<file path="src/rtl/tpe_pkg.sv">
// Shared constants, types and the reciprocal table of the threshold pulse extractor.
package tpe_pkg;

  localparam int SAMPLE_BITS = 16;
  localparam int AREA_BITS   = 32;
  localparam int WINDOW_LEN  = 7;

  localparam int FILL_W      = $clog2(WINDOW_LEN + 1);
  localparam int TOTAL_W     = SAMPLE_BITS + FILL_W;
  localparam int RECIP_SHIFT = TOTAL_W + FILL_W;
  localparam int RECIP_W     = RECIP_SHIFT + 1;
  localparam int PROD_W      = TOTAL_W + RECIP_W;

  localparam longint unsigned RECIP_ONE = 64'd1 << RECIP_SHIFT;

  typedef enum logic [1:0] {
    ST_IDLE,
    ST_UPDATE,
    ST_MULT,
    ST_EMIT
  } tpe_state_e;

  typedef struct packed {
    logic capture;
    logic update;
    logic mult;
    logic emit;
  } tpe_cmd_t;

  typedef struct packed {
    logic has_result;
  } tpe_status_t;

  // Rounded-up reciprocal of the window fill, scaled by two to the RECIP_SHIFT.
  function automatic logic [RECIP_W-1:0] recip(input logic [FILL_W-1:0] n);
    logic [RECIP_W-1:0] r;
    r = '0;
    case (int'(n))
      1:       r = RECIP_W'(RECIP_ONE);
      2:       r = RECIP_W'((RECIP_ONE + 64'd1) / 64'd2);
      3:       r = RECIP_W'((RECIP_ONE + 64'd2) / 64'd3);
      4:       r = RECIP_W'((RECIP_ONE + 64'd3) / 64'd4);
      5:       r = RECIP_W'((RECIP_ONE + 64'd4) / 64'd5);
      6:       r = RECIP_W'((RECIP_ONE + 64'd5) / 64'd6);
      7:       r = RECIP_W'((RECIP_ONE + 64'd6) / 64'd7);
      8:       r = RECIP_W'((RECIP_ONE + 64'd7) / 64'd8);
      9:       r = RECIP_W'((RECIP_ONE + 64'd8) / 64'd9);
      10:      r = RECIP_W'((RECIP_ONE + 64'd9) / 64'd10);
      11:      r = RECIP_W'((RECIP_ONE + 64'd10) / 64'd11);
      12:      r = RECIP_W'((RECIP_ONE + 64'd11) / 64'd12);
      13:      r = RECIP_W'((RECIP_ONE + 64'd12) / 64'd13);
      14:      r = RECIP_W'((RECIP_ONE + 64'd13) / 64'd14);
      15:      r = RECIP_W'((RECIP_ONE + 64'd14) / 64'd15);
      16:      r = RECIP_W'((RECIP_ONE + 64'd15) / 64'd16);
      default: r = '0;
    endcase
    return r;
  endfunction

endpackage

</file>
<file path="src/rtl/tpe_ctrl.sv">
// Sequencing state machine and output valid flag of the threshold pulse extractor.
module tpe_ctrl
  import tpe_pkg::*;
(
  input  logic        clk_i,
  input  logic        rst_ni,
  input  logic        in_valid_i,
  output logic        in_stall_o,
  output logic        out_valid_o,
  input  logic        out_stall_i,
  input  tpe_status_t status_i,
  output tpe_cmd_t    cmd_o
);

  tpe_state_e state_q, state_d;
  logic       out_valid_q, out_valid_d;
  logic       out_free;

  always_ff @(posedge clk_i or negedge rst_ni) begin
    if (!rst_ni) begin
      state_q     <= ST_IDLE;
      out_valid_q <= 1'b0;
    end else begin
      state_q     <= state_d;
      out_valid_q <= out_valid_d;
    end
  end

  assign out_free = !out_valid_q || !out_stall_i;

  always_comb begin
    state_d     = state_q;
    cmd_o       = '0;
    out_valid_d = out_valid_q && out_stall_i;
    case (state_q)
      ST_IDLE: begin
        if (in_valid_i) begin
          cmd_o.capture = 1'b1;
          state_d       = ST_UPDATE;
        end
      end
      ST_UPDATE: begin
        cmd_o.update = 1'b1;
        state_d      = status_i.has_result ? ST_MULT : ST_IDLE;
      end
      ST_MULT: begin
        cmd_o.mult = 1'b1;
        state_d    = ST_EMIT;
      end
      ST_EMIT: begin
        if (out_free) begin
          cmd_o.emit  = 1'b1;
          out_valid_d = 1'b1;
          state_d     = ST_IDLE;
        end
      end
      default: begin
        state_d = ST_IDLE;
      end
    endcase
  end

  assign in_stall_o  = (state_q != ST_IDLE);
  assign out_valid_o = out_valid_q;

endmodule

</file>
<file path="src/rtl/tpe_datapath.sv">
// Pulse state, moving-average window, divider by reciprocal and result register.
module tpe_datapath
  import tpe_pkg::*;
(
  input  logic                          clk_i,
  input  logic                          rst_ni,
  input  tpe_cmd_t                      cmd_i,
  output tpe_status_t                   status_o,
  input  logic                          cfg_we_i,
  input  logic signed [SAMPLE_BITS-1:0] cfg_wdata_i,
  input  logic signed [SAMPLE_BITS-1:0] sample_i,
  input  logic                          capture_end_i,
  output logic signed [SAMPLE_BITS-1:0] raw_value_o,
  output logic signed [SAMPLE_BITS-1:0] smoothed_value_o,
  output logic                          pulse_done_o,
  output logic                          pulse_abandoned_o,
  output logic signed [SAMPLE_BITS-1:0] pulse_peak_o,
  output logic signed [AREA_BITS-1:0]   pulse_area_o
);

  localparam logic signed [AREA_BITS:0] AREA_MAX = (AREA_BITS + 1)'({1'b0, {(AREA_BITS-1){1'b1}}});
  localparam logic signed [AREA_BITS:0] AREA_MIN = -AREA_MAX - (AREA_BITS + 1)'(1);

  logic signed [SAMPLE_BITS-1:0] bg_q;
  logic signed [SAMPLE_BITS-1:0] sample_q;
  logic                          cap_end_q;
  logic                          in_pulse_q;
  logic signed [SAMPLE_BITS-1:0] win_q [WINDOW_LEN];
  logic [FILL_W-1:0]             fill_q;
  logic signed [TOTAL_W-1:0]     total_q;
  logic [TOTAL_W-1:0]            mag_q;
  logic                          neg_q;
  logic signed [SAMPLE_BITS-1:0] peak_q;
  logic signed [AREA_BITS-1:0]   area_q;
  logic                          done_q;
  logic                          abandon_q;
  logic [PROD_W-1:0]             prod_q;

  logic                          opening;
  logic                          has_result;
  logic [FILL_W-1:0]             fill_cur, fill_d;
  logic signed [TOTAL_W-1:0]     total_cur, total_d;
  logic signed [SAMPLE_BITS-1:0] peak_cur, peak_d;
  logic signed [AREA_BITS-1:0]   area_cur, area_d;
  logic signed [AREA_BITS:0]     area_sum;
  logic                          full;
  logic                          done_d;
  logic                          abandon_d;
  logic [TOTAL_W-1:0]            quot;
  logic [TOTAL_W-1:0]            smooth_full;

  assign opening    = !in_pulse_q && (sample_q > bg_q);
  assign has_result = in_pulse_q || opening;
  assign status_o.has_result = has_result;

  always_comb begin
    fill_cur  = opening ? '0 : fill_q;
    total_cur = opening ? '0 : total_q;
    area_cur  = opening ? '0 : area_q;
    peak_cur  = opening ? sample_q : peak_q;
    full      = (fill_cur == FILL_W'(WINDOW_LEN));
    fill_d    = full ? fill_cur : fill_cur + FILL_W'(1);
    total_d   = total_cur + TOTAL_W'(sample_q)
              - (full ? TOTAL_W'(win_q[WINDOW_LEN-1]) : '0);
    peak_d    = (sample_q > peak_cur) ? sample_q : peak_cur;
    area_sum  = (AREA_BITS + 1)'(area_cur) + (AREA_BITS + 1)'(sample_q);
    if (area_sum > AREA_MAX) begin
      area_d = AREA_BITS'(AREA_MAX);
    end else if (area_sum < AREA_MIN) begin
      area_d = AREA_BITS'(AREA_MIN);
    end else begin
      area_d = AREA_BITS'(area_sum);
    end
    done_d    = (sample_q < bg_q);
    abandon_d = !done_d && cap_end_q;
  end

  always_ff @(posedge clk_i or negedge rst_ni) begin
    if (!rst_ni) begin
      bg_q       <= '0;
      in_pulse_q <= 1'b0;
    end else begin
      if (cfg_we_i) begin
        bg_q <= cfg_wdata_i;
      end
      if (cmd_i.update && has_result) begin
        in_pulse_q <= !(done_d || abandon_d);
      end
    end
  end

  always_ff @(posedge clk_i) begin
    if (cmd_i.capture) begin
      sample_q  <= sample_i;
      cap_end_q <= capture_end_i;
    end
    if (cmd_i.update && has_result) begin
      win_q[0] <= sample_q;
      for (int i = 1; i < WINDOW_LEN; i++) begin
        win_q[i] <= win_q[i-1];
      end
      fill_q    <= fill_d;
      total_q   <= total_d;
      neg_q     <= total_d[TOTAL_W-1];
      mag_q     <= total_d[TOTAL_W-1] ? TOTAL_W'(-total_d) : TOTAL_W'(total_d);
      peak_q    <= peak_d;
      area_q    <= area_d;
      done_q    <= done_d;
      abandon_q <= abandon_d;
    end
    if (cmd_i.mult) begin
      prod_q <= PROD_W'(mag_q) * PROD_W'(recip(fill_q));
    end
    if (cmd_i.emit) begin
      raw_value_o       <= sample_q;
      smoothed_value_o  <= SAMPLE_BITS'(smooth_full);
      pulse_done_o      <= done_q;
      pulse_abandoned_o <= abandon_q;
      pulse_peak_o      <= done_q ? peak_q : '0;
      pulse_area_o      <= done_q ? area_q : '0;
    end
  end

  assign quot        = prod_q[RECIP_SHIFT +: TOTAL_W];
  assign smooth_full = neg_q ? TOTAL_W'(-quot) : quot;

endmodule

</file>
<file path="src/rtl/threshold_pulse_extractor_unit.sv">
// Top level of the threshold pulse extractor: controller plus datapath.
// After the accepting edge a result passes the window update, the reciprocal multiply and
// the result register before it is valid; a stalled earlier result holds it in the last step.
// The input stays stalled until the controller sequence is back in idle, so a new request is
// taken only once the last one is through; a sample outside any pulse gives no result.
// Reset clears the threshold, pulse state and valid flag; window data needs none.
module threshold_pulse_extractor_unit
  import tpe_pkg::*;
(
  input  logic                          clk_i,
  input  logic                          rst_ni,
  input  logic                          cfg_we_i,
  input  logic signed [SAMPLE_BITS-1:0] cfg_wdata_i,
  input  logic                          in_valid_i,
  output logic                          in_stall_o,
  input  logic signed [SAMPLE_BITS-1:0] sample_i,
  input  logic                          capture_end_i,
  output logic                          out_valid_o,
  input  logic                          out_stall_i,
  output logic signed [SAMPLE_BITS-1:0] raw_value_o,
  output logic signed [SAMPLE_BITS-1:0] smoothed_value_o,
  output logic                          pulse_done_o,
  output logic                          pulse_abandoned_o,
  output logic signed [SAMPLE_BITS-1:0] pulse_peak_o,
  output logic signed [AREA_BITS-1:0]   pulse_area_o
);

  tpe_cmd_t    cmd;
  tpe_status_t status;

  tpe_ctrl u_ctrl (
    .clk_i       (clk_i),
    .rst_ni      (rst_ni),
    .in_valid_i  (in_valid_i),
    .in_stall_o  (in_stall_o),
    .out_valid_o (out_valid_o),
    .out_stall_i (out_stall_i),
    .status_i    (status),
    .cmd_o       (cmd)
  );

  tpe_datapath u_datapath (
    .clk_i             (clk_i),
    .rst_ni            (rst_ni),
    .cmd_i             (cmd),
    .status_o          (status),
    .cfg_we_i          (cfg_we_i),
    .cfg_wdata_i       (cfg_wdata_i),
    .sample_i          (sample_i),
    .capture_end_i     (capture_end_i),
    .raw_value_o       (raw_value_o),
    .smoothed_value_o  (smoothed_value_o),
    .pulse_done_o      (pulse_done_o),
    .pulse_abandoned_o (pulse_abandoned_o),
    .pulse_peak_o      (pulse_peak_o),
    .pulse_area_o      (pulse_area_o)
  );

  // A result never both completes and abandons a pulse.
  assert property (@(posedge clk_i) disable iff (!rst_ni)
    out_valid_o |-> !(pulse_done_o && pulse_abandoned_o))
    else $error("result flags pulse as both done and abandoned");

  // Peak and area are zero on every result that does not close a pulse.
  assert property (@(posedge clk_i) disable iff (!rst_ni)
    (out_valid_o && !pulse_done_o) |-> (pulse_peak_o == '0 && pulse_area_o == '0))
    else $error("peak or area set on a result that does not close a pulse");

  // The block is busy in the cycle after it takes a request.
  assert property (@(posedge clk_i) disable iff (!rst_ni)
    (in_valid_i && !in_stall_o) |=> in_stall_o)
    else $error("input not stalled after an accepted request");

endmodule
</file>
<file path="config.mk">
export PLATFORM = sky130hd
export DESIGN_NAME = threshold_pulse_extractor_unit
export DESIGN_NICKNAME = d
export VERILOG_FILES = /design/src/rtl/tpe_pkg.sv /design/src/rtl/tpe_ctrl.sv /design/src/rtl/tpe_datapath.sv /design/src/rtl/threshold_pulse_extractor_unit.sv
export SDC_FILE = /design/constraint.sdc
export NUM_CORES = 1
export LEC_CHECK = 0
export ABC_AREA = 1
export BUFFER_PORTS_ARGS = -buffer_cell sky130_fd_sc_hd__buf_4
export CORE_MARGIN = 1.5
export CORE_UTILIZATION = 60
export CTS_BUF_LIST = sky130_fd_sc_hd__clkbuf_4 sky130_fd_sc_hd__clkbuf_8
export CTS_CLUSTER_DIAMETER = 60
export DETAILED_ROUTE_END_ITERATION = 8
export PLACE_DENSITY_LB_ADDON = 0.1
export SKIP_LAST_GASP = 1
export SYNTH_ARGS = -nofsm -noshare
export SYNTH_HDL_FRONTEND = slang
export SYNTH_HIERARCHICAL = 1
export SYNTH_SLANG_ARGS = --single-unit
</file>
<file path="constraint.sdc">
create_clock -name clk_i -period 26.4 [get_ports clk_i]
set_input_delay 2.64 -clock clk_i [delete_from_list [all_inputs] [get_ports clk_i]]
set_output_delay 2.64 -clock clk_i [all_outputs]
set_load 0.02 [all_outputs]
</file>
== Word level (Yosys, flattened, before mapping) ==
Memory sizes are Yosys's and may differ from the RTL's.
Index checks and enable logic that the tools add are counted.

* Multiplexer cells: 26
* Add/sub/neg operators: 6
* Multipliers: 1
* $lt $le $gt $ge: 5
* Eq/ne operators: 13
* Reduce and logical (&&, ||, !) cells: 15

{| class="wikitable"
|+ Operators by type and width
! kind !! count
|-
| 23-bit one-hot mux with 7 select lines || 1
|-
| 32-bit two-way mux || 2
|-
| 16-bit two-way mux || 3
|-
| 19-bit by 23-bit multiplier with 38-bit output || 1
|-
| 19-bit two-way mux || 2
|-
| 32-bit by 16-bit adder with 33-bit output || 1
|-
| 33-bit by 32-bit > comparator with 1-bit output (second input constant) || 1
|-
| 33-bit by 32-bit less-than comparator with 1-bit output (second input constant) || 1
|-
| 16-bit > comparator || 2
|-
| 23-bit two-way mux || 1
|-
| 19-bit adder || 1
|-
| 19-bit negator || 1
|-
| 19-bit subtractor || 1
|-
| 18-bit two-way mux || 1
|-
| 16-bit less-than comparator || 1
|-
| 16-bit negator || 1
|-
| 3-bit equality test (second input constant) || 5
|-
| 1-bit two-way mux || 10
|-
| 2-bit one-hot mux with 4 select lines || 1
|-
| 3-bit by 2-bit equality test with 1-bit output (second input constant) || 2
|-
| 2-bit two-way mux || 3
|-
| 3-bit two-way mux || 2
|-
| 1-bit logical NOT || 5
|-
| 2-bit equality test (second input constant) || 2
|-
| 10 further kinds || 15
|}

* Memories: 1
* Word-level logic and storage cells: 89
* Input bits: 38
* Register bits after elaboration: 249
* Bits in writable memories: 112

{| class="wikitable"
|+ Memory list
! name !! depth !! bits a word !! rd ports !! clocked after Yosys merged registers in !! wr ports !! RTL line !! source
|-
| u_datapath.win_q || 7 || 16 || 7 || 0 || 7 || tpe_datapath.sv:28 || <nowiki>logic signed [SAMPLE_BITS-1:0] win_q [WINDOW_LEN];</nowiki>
|}

== Logic depth before layout (Yosys ltp) ==
Gate-level depths: netlist of the first run.

* Depth after elaboration: 8
* Depth in mapped cells: 42

== By module ==
The synthesis of the first run kept the hierarchy.

{| class="wikitable"
|+ By module, submodules not included
! module !! instances !! cells an instance !! seq. area each (um2) !! area each (um2)
|-
| tpe_datapath || 1 || 3076 || 9944.5 || 28862.7
|-
| tpe_ctrl || 1 || 20 || 75.1 || 148.9
|}

== Least setup slack after synthesis of the first run ==
OpenSTA, ideal clock, no wires.

* Path type: register to register
* Start point: register u_datapath.sample_q[15]
* End point: register u_datapath.in_pulse_q
* Data arrival time: 16732 ps
* Buffers on the path: 0
* Slack: 8904 ps
* Required time: 25635 ps
* Period minus slack after synthesis: 17496 ps
* Library setup time: 765 ps
* Cell stages (with the launch flop): 11
* Cell sequence: edfxtp_1 -> ha_1 -> a21oi_1 -> o21ai_0 -> a21oi_1 -> nand2_1 -> nand2_1 -> and2_1 -> nand2_1 -> a21boi_0 -> o21ai_0

* Longest elaborated chain between the ends: 5

{| class="wikitable"
|+ RTL lines
! element !! RTL line !! source
|-
| start: declaration || tpe_datapath.sv:25 || <nowiki>logic signed [SAMPLE_BITS-1:0] sample_q;</nowiki>
|-
| start signal: assignment || tpe_datapath.sv:94 || <nowiki>sample_q <= sample_i;</nowiki>
|-
| 16-bit less-than comparator || tpe_datapath.sv:74 || <nowiki>done_d = (sample_q < bg_q);</nowiki>
|-
| 1-bit logical NOT || tpe_datapath.sv:75 || <nowiki>abandon_d = !done_d && cap_end_q;</nowiki>
|-
| 1-bit logical AND || tpe_datapath.sv:75 ||
|-
| 1-bit logical OR || tpe_datapath.sv:87 || <nowiki>in_pulse_q <= !(done_d || abandon_d);</nowiki>
|-
| 1-bit logical NOT || tpe_datapath.sv:87 ||
|-
| end signal: assignment || tpe_datapath.sv:87 ||
|-
| end: declaration || tpe_datapath.sv:27 || <nowiki>logic in_pulse_q;</nowiki>
|}

Parallel ways exist; a longest one is shown, timed or not.
A chain may end at the register's enable or synchronous reset.

== Worst setup path after layout of the first run ==
* Start point: register u_datapath.fill_q[2]
* End point: register u_datapath.prod_q[31], data pin

* Longest elaborated chain between the ends: 4

{| class="wikitable"
|+ RTL lines
! element !! RTL line !! source
|-
| start: declaration || tpe_datapath.sv:29 || <nowiki>logic [FILL_W-1:0] fill_q;</nowiki>
|-
| start signal: assignment || tpe_datapath.sv:102 || <nowiki>fill_q <= fill_d;</nowiki>
|-
| 3-bit equality test (tied with other cells) || tpe_pkg.sv:38 || <nowiki>case (int'(n))</nowiki>
|-
| 23-bit one-hot mux with 7 select lines * || tpe_pkg.sv:38 ||
|-
| 23-bit two-way mux * || tpe_datapath.sv:111 || <nowiki>if (cmd_i.mult) begin</nowiki>
|-
| 19-bit by 23-bit multiplier with 38-bit output * || tpe_datapath.sv:112 || <nowiki>prod_q <= PROD_W'(mag_q) * PROD_W'(recip(fill_q));</nowiki>
|-
| end signal: assignment || tpe_datapath.sv:112 ||
|-
| end: declaration || tpe_datapath.sv:37 || <nowiki>logic [PROD_W-1:0] prod_q;</nowiki>
|}

Mark *: on every way between the ends. The rest lies on a longest branch, timed or not. The select of a mux whose other input is x is not followed.

==> flow_metrics.tcl, run 1 <==
set metrics [dict create \
    cts_tree "done" \
    required_ps 26770 \
    hold_slack_ps 409.2 \
    fin_nets 3818 \
    final_hold_viol_count 0 \
    antenna_found_initial 3 \
    number_of_non_filler_instances_in_the_completed_layout 3908 \
    outcome "complete, no violations" \
    first_pass_iters 7 \
    cts_max_level 2 \
    clkSinkCount 337 \
    core_area_um2 47750 \
    post_cts_buffers 0 \
    timing.final.crit_period_ps 9103 \
    grt_first_pass_wirelength_um 129700 \
    cp.arrival_ps 9470 \
    critical_path.endpoint_type "flip-flop" \
    timing.critical_path.max_delay_family "adder cells" \
    placement_rows 80 \
    min-delay-start "u_datapath/win_q[1][15]$_DFFE_PP_" \
    criticalPathCategory "reg2reg" \
    worst_path_largest_cell_delay_ps 980 \
    syn-cell-area_um2 29010 \
    synth.yosys.seq_area_share_pct 34.54 \
    synth_async_sr_flop_share_pct 5.935 \
    track_usage_pct 34.82 \
    routed-via-count 21750 \
    layout-area-overhead-vs-synth_pct 9.441 \
    fmaxAchievable_mhz 109.9 \
    setup_ws_ps 17300 \
    full_die_area_um2 49680 \
    worstReg2RegStart "u_datapath/fill_q[2]$_DFFE_PP_" \
    finClkSkew_ps 52.53 \
    routed_wirelength_um 83900 \
    port_buffer_cells 121 \
    timing.final.setup_violations 0 \
    timing.critical_path.mode_cell "sky130_fd_sc_hd__inv_1" \
    hold_path_class "reg2reg" \
    syn-instance-count 3096 \
    number_of_global_route_vias_before_repair 23260 \
    final_cycle_utilization_of_the_critical_path_pct 34.48 \
    ys_types 53 \
    synthesis.area_per_instance_um2 9.371 \
    cts_buffers 57 \
    clkSlewWorstSetupHoldPaths_ps 60 \
    worst_skew_pair.late_latency_ps 670 \
    wire_per_inst_um 21.47 \
    crit_fanout 12 \
    pin_count_of_the_biggest_net_entering_global_routing 89 \
    ports_placed_on_the_boundary 122 \
    chipHeight_um 222.9 \
    dp_worst_setup_slack_ps 17540 \
    slew-limit-headroom_pct 16.97 \
    place.gp.congestion 1.071 \
    cts_resized 0 \
    synth_ff_type "sky130_fd_sc_hd__edfxtp_1" \
    number_of_buffer_and_inverter_stages_on_the_critical_path 9 \
    clock_tree.root_cell "sky130_fd_sc_hd__clkbuf_8" \
    setup_tns_after_final_layout_ps 0 \
    grt_overflow 0 \
    final_layout_size_suffix_gt1_share_pct 8.840 \
    drv_cap 0 \
    dpl.cell_count 3802 \
    yosys_warnings 6 \
    drtIter0Drc 1770 \
    remaining_drc_errors 0 \
    startpoint "u_datapath/fill_q[2]$_DFFE_PP_" \
    post_synth_edffs 317 \
    slew_viol_final 0 \
    die_width_um 222.9 \
    cp-start-kind "flip-flop" \
    synth_nets 3668 \
    ys_ff_latch 337 \
    cts.path.max_buffers 3 \
    drt.antenna.violating_nets 0 \
    hpwl_um 67000 \
    worst_max_slew_pin_slew_ps 1242 \
    critical-path-slowest-cell "sky130_fd_sc_hd__nor3_1" \
    hold_buffers 0 \
    post_drt_via_cell_ratio 5.565 \
    grt_setup_unrepaired "no" \
    floorplan.initialDensity_pct 60.76 \
]
-- placed cells by master, fill, tap and decap left out, types with 8 or more instances in the layout --
cell                       Yosys  routed
sky130_fd_sc_hd__a21o_1        9       9
sky130_fd_sc_hd__a21oi_1     104     104
sky130_fd_sc_hd__buf_4         3     134
sky130_fd_sc_hd__clkbuf_4      0      17
sky130_fd_sc_hd__clkbuf_8      0      63
sky130_fd_sc_hd__clkinv_1      5      13
sky130_fd_sc_hd__clkinv_2      0      11
sky130_fd_sc_hd__dfrtp_1      20      20
sky130_fd_sc_hd__edfxtp_1    317     317
sky130_fd_sc_hd__fa_1        345     345
sky130_fd_sc_hd__ha_1        189     189
sky130_fd_sc_hd__inv_1       781     781
sky130_fd_sc_hd__nand2_1     558     558
sky130_fd_sc_hd__nand2_2      17      17
sky130_fd_sc_hd__nand3_1      79      79
sky130_fd_sc_hd__nand4_1      18      18
sky130_fd_sc_hd__nor2_1      290     290
sky130_fd_sc_hd__nor2_2        9       8
sky130_fd_sc_hd__nor3_1       27      27
sky130_fd_sc_hd__o21a_1       19      19
sky130_fd_sc_hd__o21ai_0     111     111
sky130_fd_sc_hd__o21ai_1      20      20
sky130_fd_sc_hd__xnor2_1      28      28
sky130_fd_sc_hd__xor2_1       40      40
-- routing by layer --
layer | wire [µm] | GRT usage, % | up-vias
li1 | - | - | 9865
met1 | 32230 | 42.27 | 10720
met2 | 41110 | 60.11 | 920
met3 | 5476 | 5.228 | 241
met4 | 5077 | 18.83 | 2
met5 | 12 | 0 | -
-- worst paths after layout --
kind,end,slack (ps),cells after the start
setup reg to reg,u_datapath/prod_q[31]$_DFFE_PP_,17300,28
hold / removal,u_datapath/win_q[2][15]$_DFFE_PP_,410,0
min in group asynchronous,u_datapath/bg_q[13]$_DFFE_PN0P_,1880,1
setup / recovery,u_datapath/prod_q[31]$_DFFE_PP_,17300,28
hold reg to reg,u_datapath/win_q[2][15]$_DFFE_PP_,410,0
max in group asynchronous,u_datapath/bg_q[15]$_DFFE_PN0P_,24300,1
-- registers in the layout, indices dropped and copies added, names as in the netlist, 16 cells and up, named ones only --
name	flops
u_datapath/win_q	112
u_datapath/area_q	32
u_datapath/pulse_area_o	32
u_datapath/total_q	19
u_datapath/mag_q	18
u_datapath/bg_q	16
u_datapath/peak_q	16
u_datapath/prod_q	16
u_datapath/pulse_peak_o	16
u_datapath/raw_value_o	16
u_datapath/sample_q	16
u_datapath/smoothed_value_o	16
-- logic make-up after synthesis --
family / count (synthesis) / synth area share [%]
fa+ha+maj: 534 / 31.96
simple gates: 1024 / 14.68
xor+xnor: 68 / 2.053
buf+inv: 834 / 10.97
flops: 337 / 34.54
mux: 1 / 0.03881
compound gates: 298 / 5.762
-- cells in the mapped netlist, drive strengths merged (5+ instances only) --
cell	number	area, µm²
dfrtp	20	500.5
clkbuf	28	106.4
nor3	30	171.4
o211ai	5	37.54
xor2	40	350.3
o21ai	134	689.4
fa	345	6907
xnor2	28	245.2
nand4	18	112.6
nand2	580	2257
a21oi	108	555.5
clkinv	5	18.77
inv	786	2950
nor2	301	1167
nand3	87	498.0
o21a	19	142.6
a21o	10	76.32
buf	15	107.6
edfxtp	317	9519
ha	189	2365
a21boi	5	37.54
-- per-stage QoR --
| step | instance area [µm²] | util [%] |
|---|---|---|
| 5_1_grt | 31750 | 66.50 |
| 4_1_cts | 31750 | 66.49 |
| 3_5_place_dp | 30590 | 64.07 |
| 3_3_place_gp | 30590 | 64.07 |
| 6_report | 31750 | 66.50 |
| 2_1_floorplan | 29010 | - |
-- cell type report --
type | instances | area [µm²]
Clock buffer | 80 | 994.7
Fill cell | 3781 | 16000
Multi-Input combinational cell | 1925 | 15830
Antenna cell | 1 | 2.502
Inverter | 791 | 2969
Timing Repair Buffer | 134 | 1006
Clock inverter | 25 | 163.9
Sequential cell | 337 | 10020
Tap cell | 615 | 769.5
Power of run 1 is not shown: default switching activity piles up to over one toggle a cycle in this logic, so the estimate is an artifact.
==> run 2: changes to the inputs <==
ABC_AREA = 0   (was 1)
CORE_UTILIZATION = 59   (was 60)
clock period = 8 ns   (was 26.4 ns; I/O delays follow)
==> run 2 against run 1 <==
  * Fmax rose by 17%
  * Non-clock buffer count rose by 34
  * Sequential share of layout area is 1.1 points higher
  * Critical path type unchanged
  * Synthesized cell count shrank 19%
  * Highest routed layer is now met4
  * Routed wire length down 14%
  * Global-route usage down 4.1 points
  * First-iteration DRC count down 16%
  * Die area is 2.4% lower
  * Cell area down 3.3%
==> flow_metrics.tcl, run 2 <==
set metrics [dict create \
    outcome "complete, no violations" \
    startpoint "u_datapath/fill_q[1]$_DFFE_PP_" \
    place.gp.congestion 1.098 \
    first_pass_iters 6 \
    wire_per_inst_um 21.85 \
    post_synth_edffs 317 \
    criticalPathCategory "reg2reg" \
    setup.worst_path.end "u_datapath/prod_q[28]$_DFFE_PP_" \
    timing.final.setup_violations 0 \
    register_to_register_path_setup_slack_ps 240 \
    worst_max_slew_pin_slew_ps 943.2 \
    core_area_um2 46560 \
    fin_nets 3219 \
    slew-limit-headroom_pct 37.12 \
    cp-start-kind "flip-flop" \
    grt_overflow 0 \
    grt_setup_unrepaired "no" \
    ports_placed_on_the_boundary 122 \
    ys_types 81 \
    antenna_found_initial 0 \
    path_depth_of_the_worst_reg2reg_path 27 \
    yosysMostFrequentCell "sky130_fd_sc_hd__inv_1" \
    cp.arrival_ps 8110 \
    pin_count_of_the_biggest_net_entering_global_routing 162 \
    chipHeight_um 220.2 \
    registers.top_by_ff_count "u_datapath/win_q" \
    final_cycle_utilization_of_the_critical_path_pct 96.97 \
    setup_tns_after_final_layout_ps 0 \
    remaining_drc_errors 0 \
    cts_buffers 54 \
    largest_reg_flops 112 \
    synth_nets 3072 \
    synth.cells.most_frequent "sky130_fd_sc_hd__inv_1, sky130_fd_sc_hd__fa_1, sky130_fd_sc_hd__edfxtp_1" \
    final_hold_viol_count 0 \
    area.sequential_um2 10020 \
    port_buffer_cells 121 \
    worstReg2RegStart "u_datapath/fill_q[1]$_DFFE_PP_" \
    mostFrequentLayoutCells "sky130_fd_sc_hd__inv_1, sky130_fd_sc_hd__fa_1, sky130_fd_sc_hd__edfxtp_1, sky130_fd_sc_hd__nand2_1, sky130_fd_sc_hd__ha_1" \
    cts_tree "done" \
    hpwl_um 56670 \
    clock_tree.root_cell "sky130_fd_sc_hd__clkbuf_8" \
    floorplan.initialDensity_pct 59.77 \
    nFillCells 3634 \
    final_cell_area_um2 30720 \
    dpl-instance-area_um2 29550 \
    largestRegisters "u_datapath/win_q x112, u_datapath/area_q x32, u_datapath/pulse_area_o x32" \
    fmaxAchievable_mhz 128.9 \
    drtIter0Drc 1483 \
    yosys_warnings 6 \
    ys_ff_latch 337 \
    clkSinkCount 337 \
    yosys.area.top_type "sky130_fd_sc_hd__edfxtp_1" \
    number_of_global_route_vias_before_repair 19130 \
    critical_path.endpoint_type "flip-flop" \
    leading_post_synthesis_cells_by_cell_area "sky130_fd_sc_hd__edfxtp_1, sky130_fd_sc_hd__fa_1, sky130_fd_sc_hd__ha_1, sky130_fd_sc_hd__inv_1, sky130_fd_sc_hd__and2_1" \
    die_width_um 220.2 \
    required_ps 8350 \
    cts.path.max_buffers 3 \
    final_layout_size_suffix_gt1_share_pct 11.56 \
    synthesis.area_per_instance_um2 11.13 \
    drt.antenna.violating_nets 0 \
    timing.final.crit_period_ps 7758 \
    cts_max_level 2 \
    drv_cap 0 \
    worst_r2r_endpoint "u_datapath/prod_q[28]$_DFFE_PP_" \
    worst_skew_pair.late_latency_ps 650 \
    antenna-diode-count 0 \
    multiInputGateArea_um2 15510 \
    clkSlewWorstSetupHoldPaths_ps 60 \
    layout-area-overhead-vs-synth_pct 10.39 \
    slew_viol_final 0 \
    hold_path_class "in2reg" \
    synth_ff_type "sky130_fd_sc_hd__edfxtp_1" \
    commonest_non_fill_non_tap_cell_in_the_layout "sky130_fd_sc_hd__inv_1" \
    grt_first_pass_wirelength_um 109900 \
    placement_rows 79 \
    finClkSkew_ps 54.68 \
    post_drt_via_cell_ratio 5.581 \
    track_usage_pct 30.76 \
    syn-instance-count 2500 \
    routed-via-count 18400 \
    syn-cell-area_um2 27820 \
    routed_wirelength_um 72030 \
    synth.yosys.seq_area_share_pct 36.01 \
    synth_async_sr_flop_share_pct 5.935 \
    synth.top_cell.area_share_pct 34.21 \
    full_die_area_um2 48470 \
    crit_fanout 17 \
]
==> run 2: changes by cell type after synthesis, moves of 18 or more <==
cell / change
sky130_fd_sc_hd__mux2_2: +18
sky130_fd_sc_hd__a21o_1: +35
sky130_fd_sc_hd__nand2_1: -335
sky130_fd_sc_hd__nand3_1: -59
sky130_fd_sc_hd__o21ai_0: -44
sky130_fd_sc_hd__and3_1: +41
sky130_fd_sc_hd__and2_1: +170
sky130_fd_sc_hd__a21oi_1: -31
sky130_fd_sc_hd__clkbuf_1: +39
sky130_fd_sc_hd__nor2_1: -238
sky130_fd_sc_hd__inv_1: -251
sky130_fd_sc_hd__xnor2_1: +43
==> run 2: critical path, cell delays in order, from the launching register on <==
cell and delay, ps:
sky130_fd_sc_hd__edfxtp_1 440, sky130_fd_sc_hd__buf_4 220, sky130_fd_sc_hd__nand2_1 340, sky130_fd_sc_hd__and2_0 180, sky130_fd_sc_hd__buf_4 270, sky130_fd_sc_hd__nand2_1 190
sky130_fd_sc_hd__inv_1 210, sky130_fd_sc_hd__fa_1 350, sky130_fd_sc_hd__inv_1 110, sky130_fd_sc_hd__fa_1 550, sky130_fd_sc_hd__inv_1 70, sky130_fd_sc_hd__fa_1 510
sky130_fd_sc_hd__inv_1 50, sky130_fd_sc_hd__fa_1 460, sky130_fd_sc_hd__fa_1 540, sky130_fd_sc_hd__inv_1 50, sky130_fd_sc_hd__fa_1 430, sky130_fd_sc_hd__ha_1 320
sky130_fd_sc_hd__a211o_1 330, sky130_fd_sc_hd__a211oi_1 330, sky130_fd_sc_hd__o211ai_1 270, sky130_fd_sc_hd__o21ai_0 210, sky130_fd_sc_hd__buf_4 140, sky130_fd_sc_hd__o21ai_1 130
sky130_fd_sc_hd__a31oi_1 300, sky130_fd_sc_hd__nor2b_1 100, sky130_fd_sc_hd__o21ai_0 250, sky130_fd_sc_hd__a21oi_1 130
==> run 2: how the worst min path moves through the flow <==
stage                                      from                                      to  depth (start not counted)
6_report                           sample_i[12]       u_datapath/sample_q[12]$_DFFE_PP_                          1
5_1_grt                             sample_i[8]        u_datapath/sample_q[8]$_DFFE_PP_                          1
4_1_cts                            sample_i[12]       u_datapath/sample_q[12]$_DFFE_PP_                          1
3_5_place_dp   u_datapath/win_q[0][1]$_DFFE_PP_        u_datapath/win_q[1][1]$_DFFE_PP_                          0
3_3_place_gp   u_datapath/win_q[2][9]$_DFFE_PP_        u_datapath/win_q[3][9]$_DFFE_PP_                          0
2_1_floorplan    u_datapath/abandon_q$_DFFE_PP_  u_datapath/pulse_abandoned_o$_DFFE_PP_                          0
==> run 2: cell families after synthesis <==
group,count (synthesis),share of synthesized area [%]
AOI/OAI and AO/OA,304,7.186
xor gates and xnor gates,98,3.152
adders and majority gates,539,33.50
buffers and inverters,607,8.301
DFF,337,36.01
muxes,24,0.9489
and+or+nand+nor,591,10.90
==> run 2: layout make-up <==
cell class	instances	share of cell area [%]
clock inverter	26	0.8595
inverter	530	6.477
sequential	337	32.62
multi-input combinational	1556	50.51
tap	607	2.473
timing repair buffer	168	4.155
clock buffer	73	2.904
==> run 2: metrics by stage <==
stage          instances  utilization, %  hold slack, ps  setup slack (ps)
3_5_place_dp        3197           63.47           404.5             272.5
2_1_floorplan       2500               -           400.3             906.2
3_3_place_gp        3197           63.47           400.8             419.2
5_1_grt             3297           65.98           294.9             2.110
6_report            3297           65.98           324.1             242.5
4_1_cts             3297           65.97           276.3             289.7
==> run 2: per-layer routing <==
layer	vias to the layer above	global-route usage [%]	wire length, µm
li1	8365	-	-
met1	9172	40.90	29920
met2	696	50.55	34150
met3	169	5.581	4934
met4	0	12.00	3019
met5	-	0	0
==> run 2: timing repair <==
action                     in CTS  in global routing
setup buffers                   0                  0
setup endpoints to repair       0                  3
hold endpoints to repair       20                  0
hold buffers                    1                  0
resized for setup               0                  2
Power of run 2 is left out for the same reason.
==> run 3: changes to the inputs <==
PLACE_DENSITY = 0.91   (was not set)
PLACE_DENSITY_LB_ADDON = not set   (was 0.1)
==> run 3 against run 2 <==
  * Worst setup slack improved by 240 ps
  * Critical endpoint unchanged
  * Via count increased by 5.8%
  * Routed wire length increased by 8.4%
  * Sequential share of layout area decreased by 0.10 points
  * First-iteration DRC count increased by 30%
  * Clock-buffer cell count decreased by 6
  * Critical path type unchanged
==> flow_metrics.tcl, run 3 (synthesized netlist as in run 2, its figures left out) <==
set metrics [dict create \
    outcome "complete, no violations" \
    placement_rows 79 \
    drt.antenna.violating_nets 0 \
    timing.final.setup_violations 0 \
    finClkSkew_ps 45.81 \
    critical_path.endpoint_type "flip-flop" \
    drv_cap 0 \
    fin_nets 3240 \
    pin_count_of_the_biggest_net_entering_global_routing 82 \
    clock_tree.root_cell "sky130_fd_sc_hd__clkbuf_8" \
    worst_skew_pair.late_latency_ps 620 \
    timing.final.crit_period_ps 7515 \
    fmaxAchievable_mhz 133.1 \
    antenna_found_initial 0 \
    nFillCells 3339 \
    cts_buffers 48 \
    routed_wirelength_um 78070 \
    cts_max_level 2 \
    dpl-instance-area_um2 29720 \
    number_of_global_route_vias_before_repair 20740 \
    cts_resized 0 \
    commonest_non_fill_non_tap_cell_in_the_layout "sky130_fd_sc_hd__inv_1" \
    worst_max_slew_pin_slew_ps 1095 \
    cp.arrival_ps 7850 \
    port_buffer_cells 121 \
    register_to_register_path_setup_slack_ps 480 \
    slew-limit-headroom_pct 27.01 \
    final_cell_area_um2 30810 \
    first_pass_iters 6 \
    cp-start-kind "flip-flop" \
    grt_overflow 0 \
    clkSinkCount 337 \
    largest_reg_flops 112 \
    final_layout_size_suffix_gt1_share_pct 12.30 \
    ports_placed_on_the_boundary 122 \
    clkSlewWorstSetupHoldPaths_ps 70 \
    drtIter0Drc 1932 \
    final_cycle_utilization_of_the_critical_path_pct 93.94 \
    criticalPathCategory "reg2reg" \
    die_width_um 220.2 \
    full_die_area_um2 48470 \
    post_drt_via_cell_ratio 5.873 \
    chipHeight_um 220.2 \
    antenna-diode-count 0 \
    wire_per_inst_um 23.55 \
    track_usage_pct 33.44 \
    final_hold_viol_count 0 \
    layout-area-overhead-vs-synth_pct 10.73 \
    cts_tree "done" \
    crit_fanout 11 \
    mostFrequentLayoutCells "sky130_fd_sc_hd__inv_1, sky130_fd_sc_hd__fa_1, sky130_fd_sc_hd__edfxtp_1, sky130_fd_sc_hd__nand2_1, sky130_fd_sc_hd__buf_4" \
    largestRegisters "u_datapath/win_q x112, u_datapath/area_q x32, u_datapath/pulse_area_o x32" \
    hpwl_um 59830 \
    hold_path_class "in2async" \
    grt_first_pass_wirelength_um 119900 \
    registers.top_by_ff_count "u_datapath/win_q" \
    remaining_drc_errors 0 \
    cts.path.max_buffers 3 \
    core_area_um2 46560 \
    routed-via-count 19470 \
    required_ps 8330 \
    slew_viol_final 0 \
    place.gp.congestion 0.9926 \
    floorplan.initialDensity_pct 59.77 \
]
==> run 3: changes by cell type in the layout (fill, tap and decap cells not counted), sizes merged <==
cell / delta
clkinvlp: +1
buf: +27
inv: +3
clkbuf: -5
clkinv: -4
bufinv: -3
dlygate4sd3: -1
==> run 3: metal layers <==
layer	track usage, %	up-vias	part of all wire, %
met4	12.31	0	4.0
met1	43.08	9799	38
met5	0	-	0
met3	5.320	223	7.9
li1	-	8426	-
met2	57.40	1020	50
==> run 3: final timing paths <==
kind	startpoint	to	depth (start not counted)
setup / recovery	u_datapath/fill_q[1]$_DFFE_PP_	u_datapath/prod_q[28]$_DFFE_PP_	25
hold / removal	rst_ni	async pin	1
setup reg to reg	u_datapath/fill_q[1]$_DFFE_PP_	u_datapath/prod_q[28]$_DFFE_PP_	25
hold reg to reg	u_datapath/win_q[1][14]$_DFFE_PP_	u_datapath/win_q[2][14]$_DFFE_PP_	0
max in group asynchronous	rst_ni	u_datapath/bg_q[1]$_DFFE_PN0P_	1
min in group clk_i	sample_i[11]	u_datapath/sample_q[11]$_DFFE_PP_	1
==> run 3: metrics by stage <==
stage,hold slack (ps),worst slack [ps],std cells,setup TNS [ps],utilization [%]
floorplan,400.3,906.2,2500,0,-
global placement,401.3,474.6,3221,0,63.84
detailed placement,404.5,299.2,3221,0,63.84
CTS,34.94,279.4,3311,0,66.12
global route,55.28,-1.152,3315,-1.152,66.18
finish,48.38,484.9,3315,0,66.18
==> run 3: repair_timing <==
| item | in CTS | in global routing |
|---|---|---|
| hold buffers | 0 | 0 |
| setup endpoints to repair | 0 | 3 |
| setup buffers | 0 | 4 |
==> run 3: final cells by class <==
cell class / instances / area [µm²] / area share, %
multi-input combinational: 1556 / 15520 / 50.37
sequential: 337 / 10020 / 32.52
inverter: 530 / 1989 / 6.457
timing repair buffer: 195 / 1464 / 4.751
clock buffer: 67 / 865.8 / 2.810
tap: 607 / 759.5 / 2.465
clock inverter: 23 / 192.7 / 0.6254
==> run 3: critical path, stage by stage, from the launching register on <==
cell	delay, ps
sky130_fd_sc_hd__edfxtp_1	520
sky130_fd_sc_hd__nor2_1	110
sky130_fd_sc_hd__nor2b_1	160
sky130_fd_sc_hd__buf_4	180
sky130_fd_sc_hd__and2_1	360
sky130_fd_sc_hd__nand2_1	220
sky130_fd_sc_hd__fa_1	610
sky130_fd_sc_hd__inv_1	80
sky130_fd_sc_hd__fa_1	490
sky130_fd_sc_hd__fa_1	520
sky130_fd_sc_hd__inv_1	50
sky130_fd_sc_hd__fa_1	480
sky130_fd_sc_hd__inv_1	60
sky130_fd_sc_hd__fa_1	500
sky130_fd_sc_hd__fa_1	510
sky130_fd_sc_hd__ha_1	350
sky130_fd_sc_hd__a211o_1	320
sky130_fd_sc_hd__a211oi_1	230
sky130_fd_sc_hd__o211ai_1	140
sky130_fd_sc_hd__o21ai_0	220
sky130_fd_sc_hd__buf_4	170
sky130_fd_sc_hd__o21ai_0	190
sky130_fd_sc_hd__a31oi_1	320
sky130_fd_sc_hd__nor2b_1	100
sky130_fd_sc_hd__o21ai_0	240
sky130_fd_sc_hd__a21oi_1	100
Power of run 3 is left out for the same reason.
